$ cat config.mk
export PLATFORM = sky130hd
export DESIGN_NAME = ngga_back
export DESIGN_NICKNAME = d
export VERILOG_FILES = /design/src/hw/rtl/ngga_pkg.sv /design/src/hw/rtl/ngga_back.sv
export SDC_FILE = /design/constraint.sdc
export NUM_CORES = 1
export LEC_CHECK = 0
export BUFFER_PORTS_ARGS = -buffer_cell sky130_fd_sc_hd__buf_2
export CORE_UTILIZATION = 58
export DETAILED_ROUTE_END_ITERATION = 8
export GPL_TIMING_DRIVEN = 1
export PLACE_DENSITY_LB_ADDON = 0.05
export SETUP_SLACK_MARGIN = 0.1
export SYNTH_ARGS = -nofsm -noshare
export SYNTH_HDL_FRONTEND = slang
export SYNTH_SLANG_ARGS = --single-unit
$ cat constraint.sdc
create_clock -name clk -period 34.3 [get_ports clk]
set_input_delay 1.715 -clock clk [delete_from_list [all_inputs] [get_ports clk]]
set_output_delay 1.715 -clock clk [all_outputs]
set_load 0.01 [all_outputs]
$ cat src/hw/rtl/ngga_pkg.sv
// Package for the GGA sentence parser: shared constants and types.
// Depends on nothing; used by every module under hw/rtl.
package ngga_pkg;

  localparam int LineMax    = 255;
  localparam int LineCntW   = 10;
  localparam int FracDigits = 5;
  localparam int QueueDepth = 4;
  localparam int QueuePtrW  = 2;

  localparam logic [40:0] Cap40 = 41'h07F_FFFF_FFFF;

  localparam logic [2:0] ST_STORED   = 3'd0;
  localparam logic [2:0] ST_NODOLLAR = 3'd1;
  localparam logic [2:0] ST_CKSUM    = 3'd2;
  localparam logic [2:0] ST_NOTGGA   = 3'd3;
  localparam logic [2:0] ST_FEWFLD   = 3'd4;

  // One classified line end, handed from the front to the back.
  typedef struct packed {
    logic [2:0]      status;
    logic [4:0][39:0] val;  // scaled and signed values of the five slots
  } line_rec_t;

  typedef struct packed {
    logic        act;
    logic        neg;
    logic        frac;
    logic        done;
    logic [3:0]  nfrac;
  } pflags_t;

  // Slot to field number: utc, lat, lon, alt, sats.
  function automatic logic [4:0] slot_field(input int s);
    case (s)
      0: slot_field = 5'd1;
      1: slot_field = 5'd2;
      2: slot_field = 5'd4;
      3: slot_field = 5'd9;
      default: slot_field = 5'd7;
    endcase
  endfunction

  function automatic logic [7:0] gga_head(input logic [2:0] p);
    case (p)
      3'd1: gga_head = "P";
      3'd4: gga_head = "A";
      default: gga_head = "G";
    endcase
  endfunction

  // One saturating step of acc*10 + d.
  function automatic logic [40:0] mac10(input logic [40:0] a, input logic [3:0] d);
    logic [44:0] t;
    t = {4'd0, a} * 45'd10 + {41'd0, d};
    mac10 = (t > {4'd0, Cap40}) ? Cap40 : t[40:0];
  endfunction

  // Power of ten that fills in the fraction digits not received.
  function automatic logic [26:0] fill_scale(input logic [3:0] nf);
    logic [26:0] p;
    p = 27'd1;
    for (int n = 0; n < FracDigits; n++)
      if (4'(n) >= nf) p = p * 27'd10;
    fill_scale = p;
  endfunction

  function automatic logic is_digit(input logic [7:0] c);
    is_digit = (c >= "0") && (c <= "9");
  endfunction

endpackage

$ cat src/hw/rtl/ngga_back.sv
// Back end: applies stored fixes to the held values and drives the result.
// Depends on ngga_pkg.
module ngga_back (
  input  logic                clk,
  input  logic                rst,
  input  logic                q_valid,
  input  ngga_pkg::line_rec_t q_data,
  output logic                q_pop,
  output logic                out_valid,
  input  logic                out_stall,
  output logic [2:0]          status,
  output logic [4:0][39:0]    held
);

  logic [4:0][39:0] fix;

  assign q_pop = q_valid && (!out_valid || !out_stall);

  // update the held fix on a stored line and register the result
  always_ff @(posedge clk) begin
    if (rst) begin
      out_valid <= 1'b0;
      fix <= '0;
    end else if (!out_valid || !out_stall) begin
      out_valid <= q_valid;
      if (q_valid) begin
        status <= q_data.status;
        if (q_data.status == ngga_pkg::ST_STORED) begin
          fix  <= q_data.val;
          held <= q_data.val;
        end else begin
          held <= fix;
        end
      end
    end
  end

endmodule
# Yosys cells after proc, flatten, opt, wreduce, memory -nomap -nowiden

Index checks and enable logic that the tools add are counted.
W data, S select, Z words.

Input port bits: 207
Flip-flop bits (word level): 404

Bitwise operators: 1
Muxes and demuxes: 1
Reduce and logical (&&, ||, !) cells: 7

Operator list:

| cell                | number |
|---|---|
| $mux W200           | 1 |
| $logic_not A3 Y1    | 1 |
| $reduce_and A3 Y1   | 1 |
| $logic_not A1 Y1    | 2 |
| $reduce_and A2 Y1   | 1 |
| $logic_and A1 B1 Y1 | 1 |
| $logic_or A1 B1 Y1  | 1 |
| $not A1 Y1          | 1 |

# Depth between registers and ports, before layout

Depth in word-level cells: 3
Mapped depth: 5
Mapped depth without buffers: 3

# Least setup slack after synthesis

Ideal clock, no wire load.

Kind: input to register
Start: input q_valid
End: register held[0] (netlist bit), enable pin
Slack: 22.295 ns
Data arrival time: 11.214 ns
Cell stages on the path: 3
Path buffers: 1
Library setup time: 0.791 ns
Path through: a21boi_2 -> clkbuf_1 -> nor2b_1

Longest elaborated chain between the ends: 1

Ends and longest elaborated chain:

| element                            | line            | text |
|---|---|---|
| start, declared                    | ngga_back.sv:6  | `input logic q_valid,` |
| $reduce_and A3 Y1 (no source line) | n/a             |  |
| end signal, assigned               | ngga_back.sv:30 | `held <= q_data.val;` |
| end signal, assigned               | ngga_back.sv:32 | `held <= fix;` |
| end, declared                      | ngga_back.sv:12 | `output logic [4:0][39:0] held` |

Every way passes these cells.
A chain may end at the register's enable or synchronous reset.

# Worst setup path after layout

Start: input q_data[201] (netlist bit)
End: register held[0] (netlist bit), data pin

Longest elaborated chain between the ends: 2

Ends and longest elaborated chain:

| element          | line            | text |
|---|---|---|
| start, declared  | ngga_back.sv:7  | `input ngga_pkg::line_rec_t q_data,` |
| $logic_not A3 Y1 | ngga_back.sv:28 | `if (q_data.status == ngga_pkg::ST_STORED) begin` |
| $mux W200        | n/a             |  |

Every way passes these cells.

==> out/qor.yml <==
routing:
  ant_nets: 0
  first_pass_iters: 5
  post_drt_wl_per_cell_um: 19.5
  drc: 0
  totalWireLength_um: 41100
  drtIter0Drc: 1136
  vias: 12000
  via_per_inst: 5.68
worst_setup_path:
  slowest_stage: "buf_4"
  end_kind: "flip-flop"
  crit_path_frequent_cell: "buf_4"
  cp_max_fo: 213
  required_ns: 34.57
  critPathKind: "in -> reg"
  worstPathCellList: "buf_2 -> nor3_4 -> buf_4 -> buf_12 -> buf_4 -> mux2_2"
  cp_top_family: "buffers and inverters"
  crit_start: "q_data[201]"
  worstReg2RegStart: "out_valid"
  cp.arrival_ns: 5.21
  cp.depth: 6
  cp-start-kind: "input port"
  worst-path-buf-inv: 4
  reg2regPathDepth: 5
  critPathMaxStageDelay_ns: 0.96
floorplanning:
  dieArea_um2: 30300
  row_count: 62
  die_h_um: 174
  die_w_um: 174
  start_util_pct: 59.4
  ioPinCount: 412
  core-area_um2: 28900
placed_design:
  place.detailed.hpwl_um: 24700
  dp_cells: 2016
  io_buffers: 411
  place.gp.congestion: 0.791
clock_tree:
  clockRootBuffer: "clkbuf_16"
  cts-resized-gates: 0
  cts_sinks: 404
  cts_max_level: 2
  clkSlewWorstSetupHoldPaths_ns: 0.06
  cts_made_buffers: 42
  cts_hold_buf: 0
  cts_tree: "built"
  worst_skew_pair.late_latency_ns: 0.53
  post_cts_buffers: 0
  cts_buffer_depth: 3
logic_synthesis:
  netlist-cell-type-count: 18
  yosys_warnings: 0
  ys_ff_latch: 404
  synth_top_cells_by_count: "203 x edfxtp_1, 201 x dfxtp_1, 200 x mux2_2, 200 x nand2b_1, 200 x nand4b_1"
  synthFlopType: "edfxtp_1"
  avgSynthCellArea_um2: 12.8
  synth_nets: 1549
  syn_inst: 1342
  async_flop_share_pct: 0
  synth_top_cell_by_area: "edfxtp_1"
  yosysMostFrequentCell: "edfxtp_1"
  ys_top_cells_by_area: "edfxtp_1 36%, dfxtp_1 23%, mux2_2 13%"
  synth.top_cell.area_share_pct: 35.5
  netlist_area_um2: 17200
  synth-edff-count: 203
  synth_seq_area_share_pct: 59.0
timing:
  finalSetupViolCount: 0
  rsz0062_at_grt: "false"
  slew_headroom_pct: 22.8
  finalHoldViolations: 0
  max_freq_ghz: 0.203
  finalSetupTns_ns: 0
  timing.final.max_slew_violations: 0
  worst_pin_slew_ns: 1.16
  period_needed_ns: 4.93
  fin_crit_sh_pct: 14.4
  skew_ns: 0.0125
final_layout:
  num-nets-final: 1883
  ff_latch_area_um2: 10100
  drive_above_1_share_pct: 40.6
  num-fill-cells: 2088
  area.growth.synth_to_final_pct: 20.1
  instances_no_fill: 2106
  multiInputGateArea_um2: 6320
worst_hold_path:
  worstHoldPathType: "reg -> reg"
  hold_start: "fix[106]"
  whs_path_depth: 2
global_routing:
  grt_pass1_vias: 11700
  track_usage_pct: 26.2
  grt-ovfl-total: 0
  grt_max_degree: 214
  grt_pass1_wl_um: 63300
  grt_antenna_before_repair: 16
power_and_ir_drop:
  ir_drop_mv: 0.0403
  leakage_uw: 0.00792
  powerDensity_nw_per_um2: 52.6
job:
  maxCapViolCount: 0
status:
  status: "complete, no violations"
==> sequential cells by signal (all words and copies together) (netlist names) <==
| name | cells |
|---|---|
| held | 200 |
| fix | 200 |
| out_valid | 1 |
| status | 3 |
==> per-stage QoR <==
stage / hold WS, ns / instance area, µm² / worst slack [ns] / total power, µW / utilization, %
after floorplan: 0.440 / 17200 / 22.29 / 588 / -
after global placement: 0.449 / 19100 / 28.93 / 616 / 66.2
after detailed placement: 0.454 / 19100 / 28.86 / 618 / 66.2
after CTS: 0.467 / 20600 / 29.43 / 1090 / 71.3
after global routing: 0.487 / 20600 / 29.17 / 1120 / 71.4
final: 0.466 / 20600 / 29.37 / 1080 / 71.4
==> power breakdown <==
group	switching [µW]	total, µW	internal (µW)	leakage [µW]
clock network	186	477	291	0.000724
registers	4.87	528	523	0.00361
logic	44.9	80.1	35.1	0.00359
==> per-layer routing <==
layer | vias up | track usage, % | wire, µm
met5 | - | 0 | 22
met4 | 4 | 10.3 | 1290
met3 | 79 | 8.01 | 3390
met2 | 403 | 42.2 | 19700
met1 | 5812 | 33.0 | 16600
li1 | 5663 | - | -
==> layout make-up <==
type / count / area share (%)
Tap cell: 384 / 2.33
Clock inverter: 11 / 0.692
Multi-Input combinational cell: 806 / 30.7
Clock buffer: 66 / 6.49
Timing Repair Buffer: 422 / 10.5
Antenna cell: 13 / 0.158
Sequential cell: 404 / 49.1
==> logic make-up (layout without fill, tap and decap cells) <==
family                 Yosys count  after routing  share of synthesized area, %
AND/OR/NAND/NOR                404            404                          17.7
AO/OA/AOI/OAI                  202            202                          5.93
flip-flops                     404            404                          59.0
buffers and inverters          132            499                          4.27
multiplexers                   200            200                          13.1
other                            0             13                             0
==> path summary, 6_finish.rpt <==
kind / endpoint / slack (ns)
max: held[0] / 29.37
min: fix[106] / 0.47
max reg2reg: held[99] / 30.45
min reg2reg: fix[106] / 0.47
==> tightest hold or removal path: stages (launching register included) <==
cell and delay, ns:
dfxtp_1 0.31, nand2b_1 0.06, o21ai_1 0.05
==> cells in the final DEF (no fill, tap or decap), drive strengths merged, types with 2 or more instances in the layout <==
master	n
bufinv	3
mux2	200
clkinv	5
o21ai	200
diode	13
nand4b	200
dfxtp	201
clkinvlp	2
buf	422
clkbuf	66
nand2b	200
edfxtp	203
Power figures use the tool's default switching activity.
