--- config.mk ---
export PLATFORM = sky130hd
export DESIGN_NAME = ngga_queue
export DESIGN_NICKNAME = d
export VERILOG_FILES = /design/src/hw/rtl/ngga_pkg.sv /design/src/hw/rtl/ngga_queue.sv
export SDC_FILE = /design/constraint.sdc
export NUM_CORES = 1
export LEC_CHECK = 0
export ABC_AREA = 1
export BUFFER_PORTS_ARGS = -buffer_cell sky130_fd_sc_hd__buf_2
export CAP_MARGIN = 20
export CORE_MARGIN = 2
export CORE_UTILIZATION = 30
export CTS_CLUSTER_DIAMETER = 40
export CTS_CLUSTER_SIZE = 25
export DETAILED_ROUTE_END_ITERATION = 16
export GPL_TIMING_DRIVEN = 0
export SETUP_SLACK_MARGIN = 0.05
export SLEW_MARGIN = 20
export SYNTH_ARGS = -nofsm -noshare
export SYNTH_HDL_FRONTEND = slang
export SYNTH_SLANG_ARGS = --single-unit
--- constraint.sdc ---
create_clock -name clk -period 13.23 [get_ports clk]
set_clock_uncertainty 0.2 [all_clocks]
set_input_delay 0 -clock clk [delete_from_list [all_inputs] [get_ports clk]]
set_output_delay 0 -clock clk [all_outputs]
set_load 0.02 [all_outputs]
--- src/hw/rtl/ngga_pkg.sv ---
// Package for the GGA sentence parser: shared constants and types.
// Depends on nothing; used by every module under hw/rtl.
package ngga_pkg;

  localparam int LineMax    = 255;
  localparam int LineCntW   = 10;
  localparam int FracDigits = 5;
  localparam int QueueDepth = 4;
  localparam int QueuePtrW  = 2;

  localparam logic [40:0] Cap40 = 41'h07F_FFFF_FFFF;

  localparam logic [2:0] ST_STORED   = 3'd0;
  localparam logic [2:0] ST_NODOLLAR = 3'd1;
  localparam logic [2:0] ST_CKSUM    = 3'd2;
  localparam logic [2:0] ST_NOTGGA   = 3'd3;
  localparam logic [2:0] ST_FEWFLD   = 3'd4;

  // One classified line end, handed from the front to the back.
  typedef struct packed {
    logic [2:0]      status;
    logic [4:0][39:0] val;  // scaled and signed values of the five slots
  } line_rec_t;

  typedef struct packed {
    logic        act;
    logic        neg;
    logic        frac;
    logic        done;
    logic [3:0]  nfrac;
  } pflags_t;

  // Slot to field number: utc, lat, lon, alt, sats.
  function automatic logic [4:0] slot_field(input int s);
    case (s)
      0: slot_field = 5'd1;
      1: slot_field = 5'd2;
      2: slot_field = 5'd4;
      3: slot_field = 5'd9;
      default: slot_field = 5'd7;
    endcase
  endfunction

  function automatic logic [7:0] gga_head(input logic [2:0] p);
    case (p)
      3'd1: gga_head = "P";
      3'd4: gga_head = "A";
      default: gga_head = "G";
    endcase
  endfunction

  // One saturating step of acc*10 + d.
  function automatic logic [40:0] mac10(input logic [40:0] a, input logic [3:0] d);
    logic [44:0] t;
    t = {4'd0, a} * 45'd10 + {41'd0, d};
    mac10 = (t > {4'd0, Cap40}) ? Cap40 : t[40:0];
  endfunction

  // Power of ten that fills in the fraction digits not received.
  function automatic logic [26:0] fill_scale(input logic [3:0] nf);
    logic [26:0] p;
    p = 27'd1;
    for (int n = 0; n < FracDigits; n++)
      if (4'(n) >= nf) p = p * 27'd10;
    fill_scale = p;
  endfunction

  function automatic logic is_digit(input logic [7:0] c);
    is_digit = (c >= "0") && (c <= "9");
  endfunction

endpackage

--- src/hw/rtl/ngga_queue.sv ---
// Short item queue between front and back.
// Depends on ngga_pkg for the record type and depth.
module ngga_queue (
  input  logic                clk,
  input  logic                rst,
  input  logic                wr_en,
  input  ngga_pkg::line_rec_t wr_data,
  input  logic                rd_en,
  output logic                rd_valid,
  output ngga_pkg::line_rec_t rd_data,
  output logic [ngga_pkg::QueuePtrW:0] count
);

  ngga_pkg::line_rec_t mem [ngga_pkg::QueueDepth];
  logic [ngga_pkg::QueuePtrW-1:0] wp, rp;

  always_ff @(posedge clk) begin
    if (rst) begin
      wp <= '0; rp <= '0; count <= '0;
    end else begin
      if (wr_en) wp <= wp + 1'b1;
      if (rd_en) rp <= rp + 1'b1;
      count <= count + (wr_en ? 1'b1 : 1'b0) - (rd_en ? 1'b1 : 1'b0);
    end
    if (wr_en) mem[wp] <= wr_data;
  end

  assign rd_valid = count != '0;
  assign rd_data  = mem[rp];

endmodule

Yosys cells after proc, flatten, opt, wreduce, memory -nomap -nowiden
Memories as Yosys holds them, arrays and structs flattened. A register that Yosys moved wholly into a read port is not among the register bits.
Index checks and enable logic that the tools add are counted.
{"block": "totals", "inputBits": 207, "n_memories": 1, "regBits": 7, "ramBits": 812, "elab_cells": 15}
{"block": "classes", "n_reduce_logical": 1, "muxes": 6, "add_sub_neg": 4}
{"memory": "mem", "depth": 4, "word_bits": 203, "rd": 1, "rd_clocked_by_memory_dff": 1, "wr": 1, "line_no": "ngga_queue.sv:14", "source": "ngga_pkg::line_rec_t mem [ngga_pkg::QueueDepth];"}
{"cell": "$add 2x1->2 const B", "count": 2}
{"cell": "$mux 1", "count": 4}
{"cell": "$mux 2", "count": 2}
{"cell": "$add 3x1->3", "count": 1}
{"cell": "$reduce_bool 3->1", "count": 1}
{"cell": "$sub 3x1->3", "count": 1}

Logic depth before layout (Yosys ltp)
{"block": "logic_depth", "word_depth": 3, "mapped_depth": 8, "depth_no_buf": 8}

Worst setup path after synthesis
Ideal clock, no wire load.
{"block": "synth_path", "kind": "reg2reg", "startpoint": "reg wp[0] (netlist name)", "endpoint": "mem mem[2][0] (netlist name), enable pin", "path_slack_ps": 7991, "n_path_buf": 0, "setup_ps": 555, "t_required_ps": 12475, "arrival_time_ps": 4485, "path_stages_with_launch": 5, "path_cell_list": "dfxtp_1 > inv_1 > ha_1 > nand2_1 > inv_1"}
{"element": "start, declared", "line_no": "ngga_queue.sv:15", "source": "logic [ngga_pkg::QueuePtrW-1:0] wp, rp;"}
{"element": "start signal, assigned", "line_no": "ngga_queue.sv:21", "source": "if (wr_en) wp <= wp + 1'b1;"}
{"element": "end, declared", "line_no": "ngga_queue.sv:14"}
Straight into the memory's write port.

==> results <==
- The worst hold path begins at rp[1].
- In this run the tool buffered the top-level ports with a little over 400 buffer cells.
- In the finished design, the share of the clock period the worst path needs comes to between 20% and 30%.
- The initial antenna violation count is 15.
- The number of nets with antenna violations after detailed routing is 0.
- During I/O placement, the number of pins put on the boundary was between 400 and 500.
- Yosys instantiated no cell more often than sky130_fd_sc_hd__edfxtp_1.
- The final estimated routing congestion in global placement is approximately 0.74.
- The initial utilization of the core area, before any placement, comes to 30.4%.
- The die area is between 0.1 and 0.15 mm2.
- The die is roughly 330 um wide.
- The power density over the cells is around 150 mW/mm2.
- The routed length per placed instance is 18.7 um.
- The data required time of the critical path is about 13 ns.
- The buffer cell driving the clock tree root is sky130_fd_sc_hd__clkbuf_16.
- The total negative slack is 0 ns.
- The sort of element at the start of the critical path is a flip-flop.
- The area of all sequential standard cells is approximately 0.025 mm2.
- The minimum setup slack among reg-to-reg paths is about 11 ns.
- The number of failing hold endpoints at the final stage is 0.
- After clock tree synthesis, the setup repair step added 0 buffers.
- The CTS sink count is 821.
- The largest net degree at the start of global routing is 83.
- The run finished with clean final reports.
- STA classifies the critical path endpoint as an output pin.
- The final max-slew violation count is 0.
- TritonCTS built the clock tree.
- IR analysis of the VDD net gives a maximum drop of about 160 uV.
- Setup repair after global routing left no endpoint under its margin.
- By area the synthesized netlist is led by sky130_fd_sc_hd__edfxtp_1 (76%), sky130_fd_sc_hd__inv_1 (4.9%), sky130_fd_sc_hd__nand2_1 (4.8%).
- The highest clock rate is between 300 and 400 MHz.
- CTS built an H-tree with a depth of 3.
- After detailed routing, the total wire length is between 90 and 100 mm.
- The synthesized net count is 2637.
- The transition time of the tightest slew-check pin is ~0.73 ns.
- The die is approximately 330 um tall.
- Across the run, the number of max-cap violations was 0.
- Yosys printed 0 warnings.
- The area of combinational cells with multiple inputs is ~0.0053 mm2.
- The netlist uses 16 different library cells.
- The detailed-route vias per instance is about 4.5.
- The count of endpoints failing setup in the final report is 0.
- The combined area of all synthesized cells is around 0.032 mm2.
- Counting flops and latches in the post-synthesis netlist gives a little over 800.
- The site row count is ~120.
- The pre-antenna-repair detailed-routing pass consisted of 5 iterations.
- The number of filler instances in the final layout is just under 10000.
- The insertion delay of the later-clocked pin in the worst-skew pair is a little under 0.7 ns.
- The sequential area share after synthesis is between 70% and 80%.
- The number of instances in the synthesized netlist is between 2000 and 2500.
- After detailed routing, the number of remaining DRC violations is 0.
- The clock-pin transition on the worst setup and hold timing paths is approximately 0.060 ns.
- The biggest fanout along the worst timing path is 10.
- The cell type with the largest total area after synthesis is sky130_fd_sc_hd__edfxtp_1.
- The worst hold-check slack is between 0.2 and 0.3 ns.
- For this block, the initial DRC count from the detailed router was roughly 1200.
- Summed over all layers, the global routing overflow is 0.
- The number of enable flip-flop cells after synthesis is slightly above 800.
- The maximum count of clock buffers along a single path is 3.
- The startpoint-to-endpoint class of the critical path is reg -> out.
- The worst register-to-register path has a depth of 8.
- The fraction of final layout cells sized beyond drive strength 1 is 21.3%.
- The capture endpoint of the worst hold path is rp[1].
- The top cell type by area accounts for 76.0% of the synthesized area.
- The end of the worst register-to-register path is count[1].
- The worst register-to-register path begins at count[0].
- Averaged over all synthesized cells, the footprint is ~13 um2.
- The layout-stage area growth over the synthesis result is 38.1%.
- The first global-routing pass estimated 132 mm of wire.
- Counting I/O delays and the setup requirement, the final critical path takes ~3.0 ns.
- The analysis attributes to cell leakage a power of about 0.017 uW.
- By count the netlist is led by sky130_fd_sc_hd__edfxtp_1 (812), sky130_fd_sc_hd__inv_1 (422), sky130_fd_sc_hd__nand2_1 (414).
- In the global route stage, overall resource usage came out at approximately 16%.
- In the synthesized netlist the async set-or-reset flop fraction comes to 0%.
- The most common flop cell mapped by yosys is sky130_fd_sc_hd__edfxtp_1.
- The classification of the worst-slack hold path is reg -> reg.
- Data on the critical path arrives at its endpoint at roughly 2.8 ns.
- The worst hold path depth is 2.
- The net total in the final layout is approximately 3600.
- The via total after detailed routing is 21800.
- The CTS buffer count is 118.
- The via count of the first global-routing pass came to 21600.
- The half-perimeter wire length of the detailed placement result is approximately 56 mm.
- The worst pin sits at a relative slew slack of between 50% and 60%.
- The floorplan core area is 0.106 mm2.
-- registers in the layout, summed over array words and instances (netlist names), named ones only --
register and cells:
count 3, mem 812, rp 2, wp 2
-- power breakdown --
| part | leakage (uW) | internal, uW | switching (uW) | total (uW) |
|---|---|---|---|---|
| Sequential | 0.00753 | 2980 | 20.8 | 3000 |
| Combinational | 0.00798 | 264 | 512 | 776 |
| Clock | 0.00193 | 1870 | 1220 | 3090 |
-- logic make-up after synthesis --
| kind of cell | Yosys count | share of synthesized area [%] |
|---|---|---|
| AOI/OAI and AO/OA | 619 | 11.2 |
| buffers and inverters | 557 | 7.03 |
| and+or+nand+nor | 419 | 4.91 |
| DFF | 821 | 76.5 |
| adders and majority gates | 7 | 0.296 |
-- cells in the final DEF, fill, tap and decap left out, types with 3 or more instances in the layout --
cell,synthesis,routed
sky130_fd_sc_hd__o211ai_1,203,203
sky130_fd_sc_hd__nor2_1,3,3
sky130_fd_sc_hd__dfxtp_1,9,9
sky130_fd_sc_hd__nand2_1,414,414
sky130_fd_sc_hd__o21ai_0,207,207
sky130_fd_sc_hd__clkinv_4,0,8
sky130_fd_sc_hd__inv_8,0,10
sky130_fd_sc_hd__clkbuf_16,0,120
sky130_fd_sc_hd__inv_1,422,418
sky130_fd_sc_hd__ha_1,6,6
sky130_fd_sc_hd__inv_6,0,15
sky130_fd_sc_hd__buf_2,112,525
sky130_fd_sc_hd__edfxtp_1,812,812
sky130_fd_sc_hd__clkinv_8,0,6
sky130_fd_sc_hd__buf_4,3,3
sky130_fd_sc_hd__clkinv_1,0,14
sky130_fd_sc_hd__clkbuf_1,17,28
sky130_fd_sc_hd__bufinv_16,0,9
sky130_fd_sc_hd__clkinvlp_4,0,12
sky130_fd_sc_hd__diode_2,0,9
sky130_fd_sc_hd__clkinv_2,0,19
sky130_fd_sc_hd__buf_16,0,8
sky130_fd_sc_hd__dlygate4sd3_1,0,414
sky130_fd_sc_hd__a21oi_1,209,209
-- what timing repair did --
action	CTS	global route
hold buffers	414	0
gates resized for setup	0	0
hold endpoints to repair	1016	0
-- worst max-delay path by stage --
stage / endpoint / cells after the start
final: rd_data[157] / 6
after global placement: mem[3][112] / 3
after floorplan: mem[2][0] / 4
after global routing: rd_data[157] / 6
after detailed placement: rd_data[155] / 6
after CTS: rd_data[155] / 6
-- routing by layer --
metal	up-vias	GRT usage [%]	wire length, um
met2	597	26.8	43600
li1	10500	-	-
met1	10600	20.6	38600
met5	-	0	107
met4	18	4.85	2230
met3	161	4.73	6630
-- worst max-delay path, stage by stage (launching register included) --
cell,delay [ns]
sky130_fd_sc_hd__dfxtp_1,0.30
sky130_fd_sc_hd__buf_2,0.36
sky130_fd_sc_hd__buf_2,0.50
sky130_fd_sc_hd__buf_2,0.42
sky130_fd_sc_hd__o211ai_1,0.14
sky130_fd_sc_hd__nand2_1,0.18
sky130_fd_sc_hd__buf_2,0.20
-- stage by stage --
stage / setup slack, ns / power (uW) / cell area [um2] / utilization [%] / std cells
2_1_floorplan: 7.99 / 3430 / 32100 / - / 2423
3_3_place_gp: 4.24 / 3760 / 35900 / 34.0 / 4227
3_5_place_dp: 10.76 / 3740 / 36200 / 34.2 / 4235
4_1_cts: 9.98 / 6940 / 44300 / 41.9 / 4872
5_1_grt: 9.98 / 7110 / 44300 / 41.9 / 4875
6_report: 10.20 / 6860 / 44300 / 41.9 / 4881
-- cell type report --
| class | count | area share [%] |
|---|---|---|
| tap | 1391 | 3.93 |
| timing repair buffer | 835 | 14.5 |
| clock inverter | 92 | 2.13 |
| antenna | 9 | 0.0508 |
| multi-input combinational | 1045 | 11.9 |
| sequential | 821 | 55.4 |
| buffer | 135 | 1.52 |
| inverter | 422 | 3.64 |
| clock buffer | 131 | 6.87 |
Power figures use the tool's default switching activity.
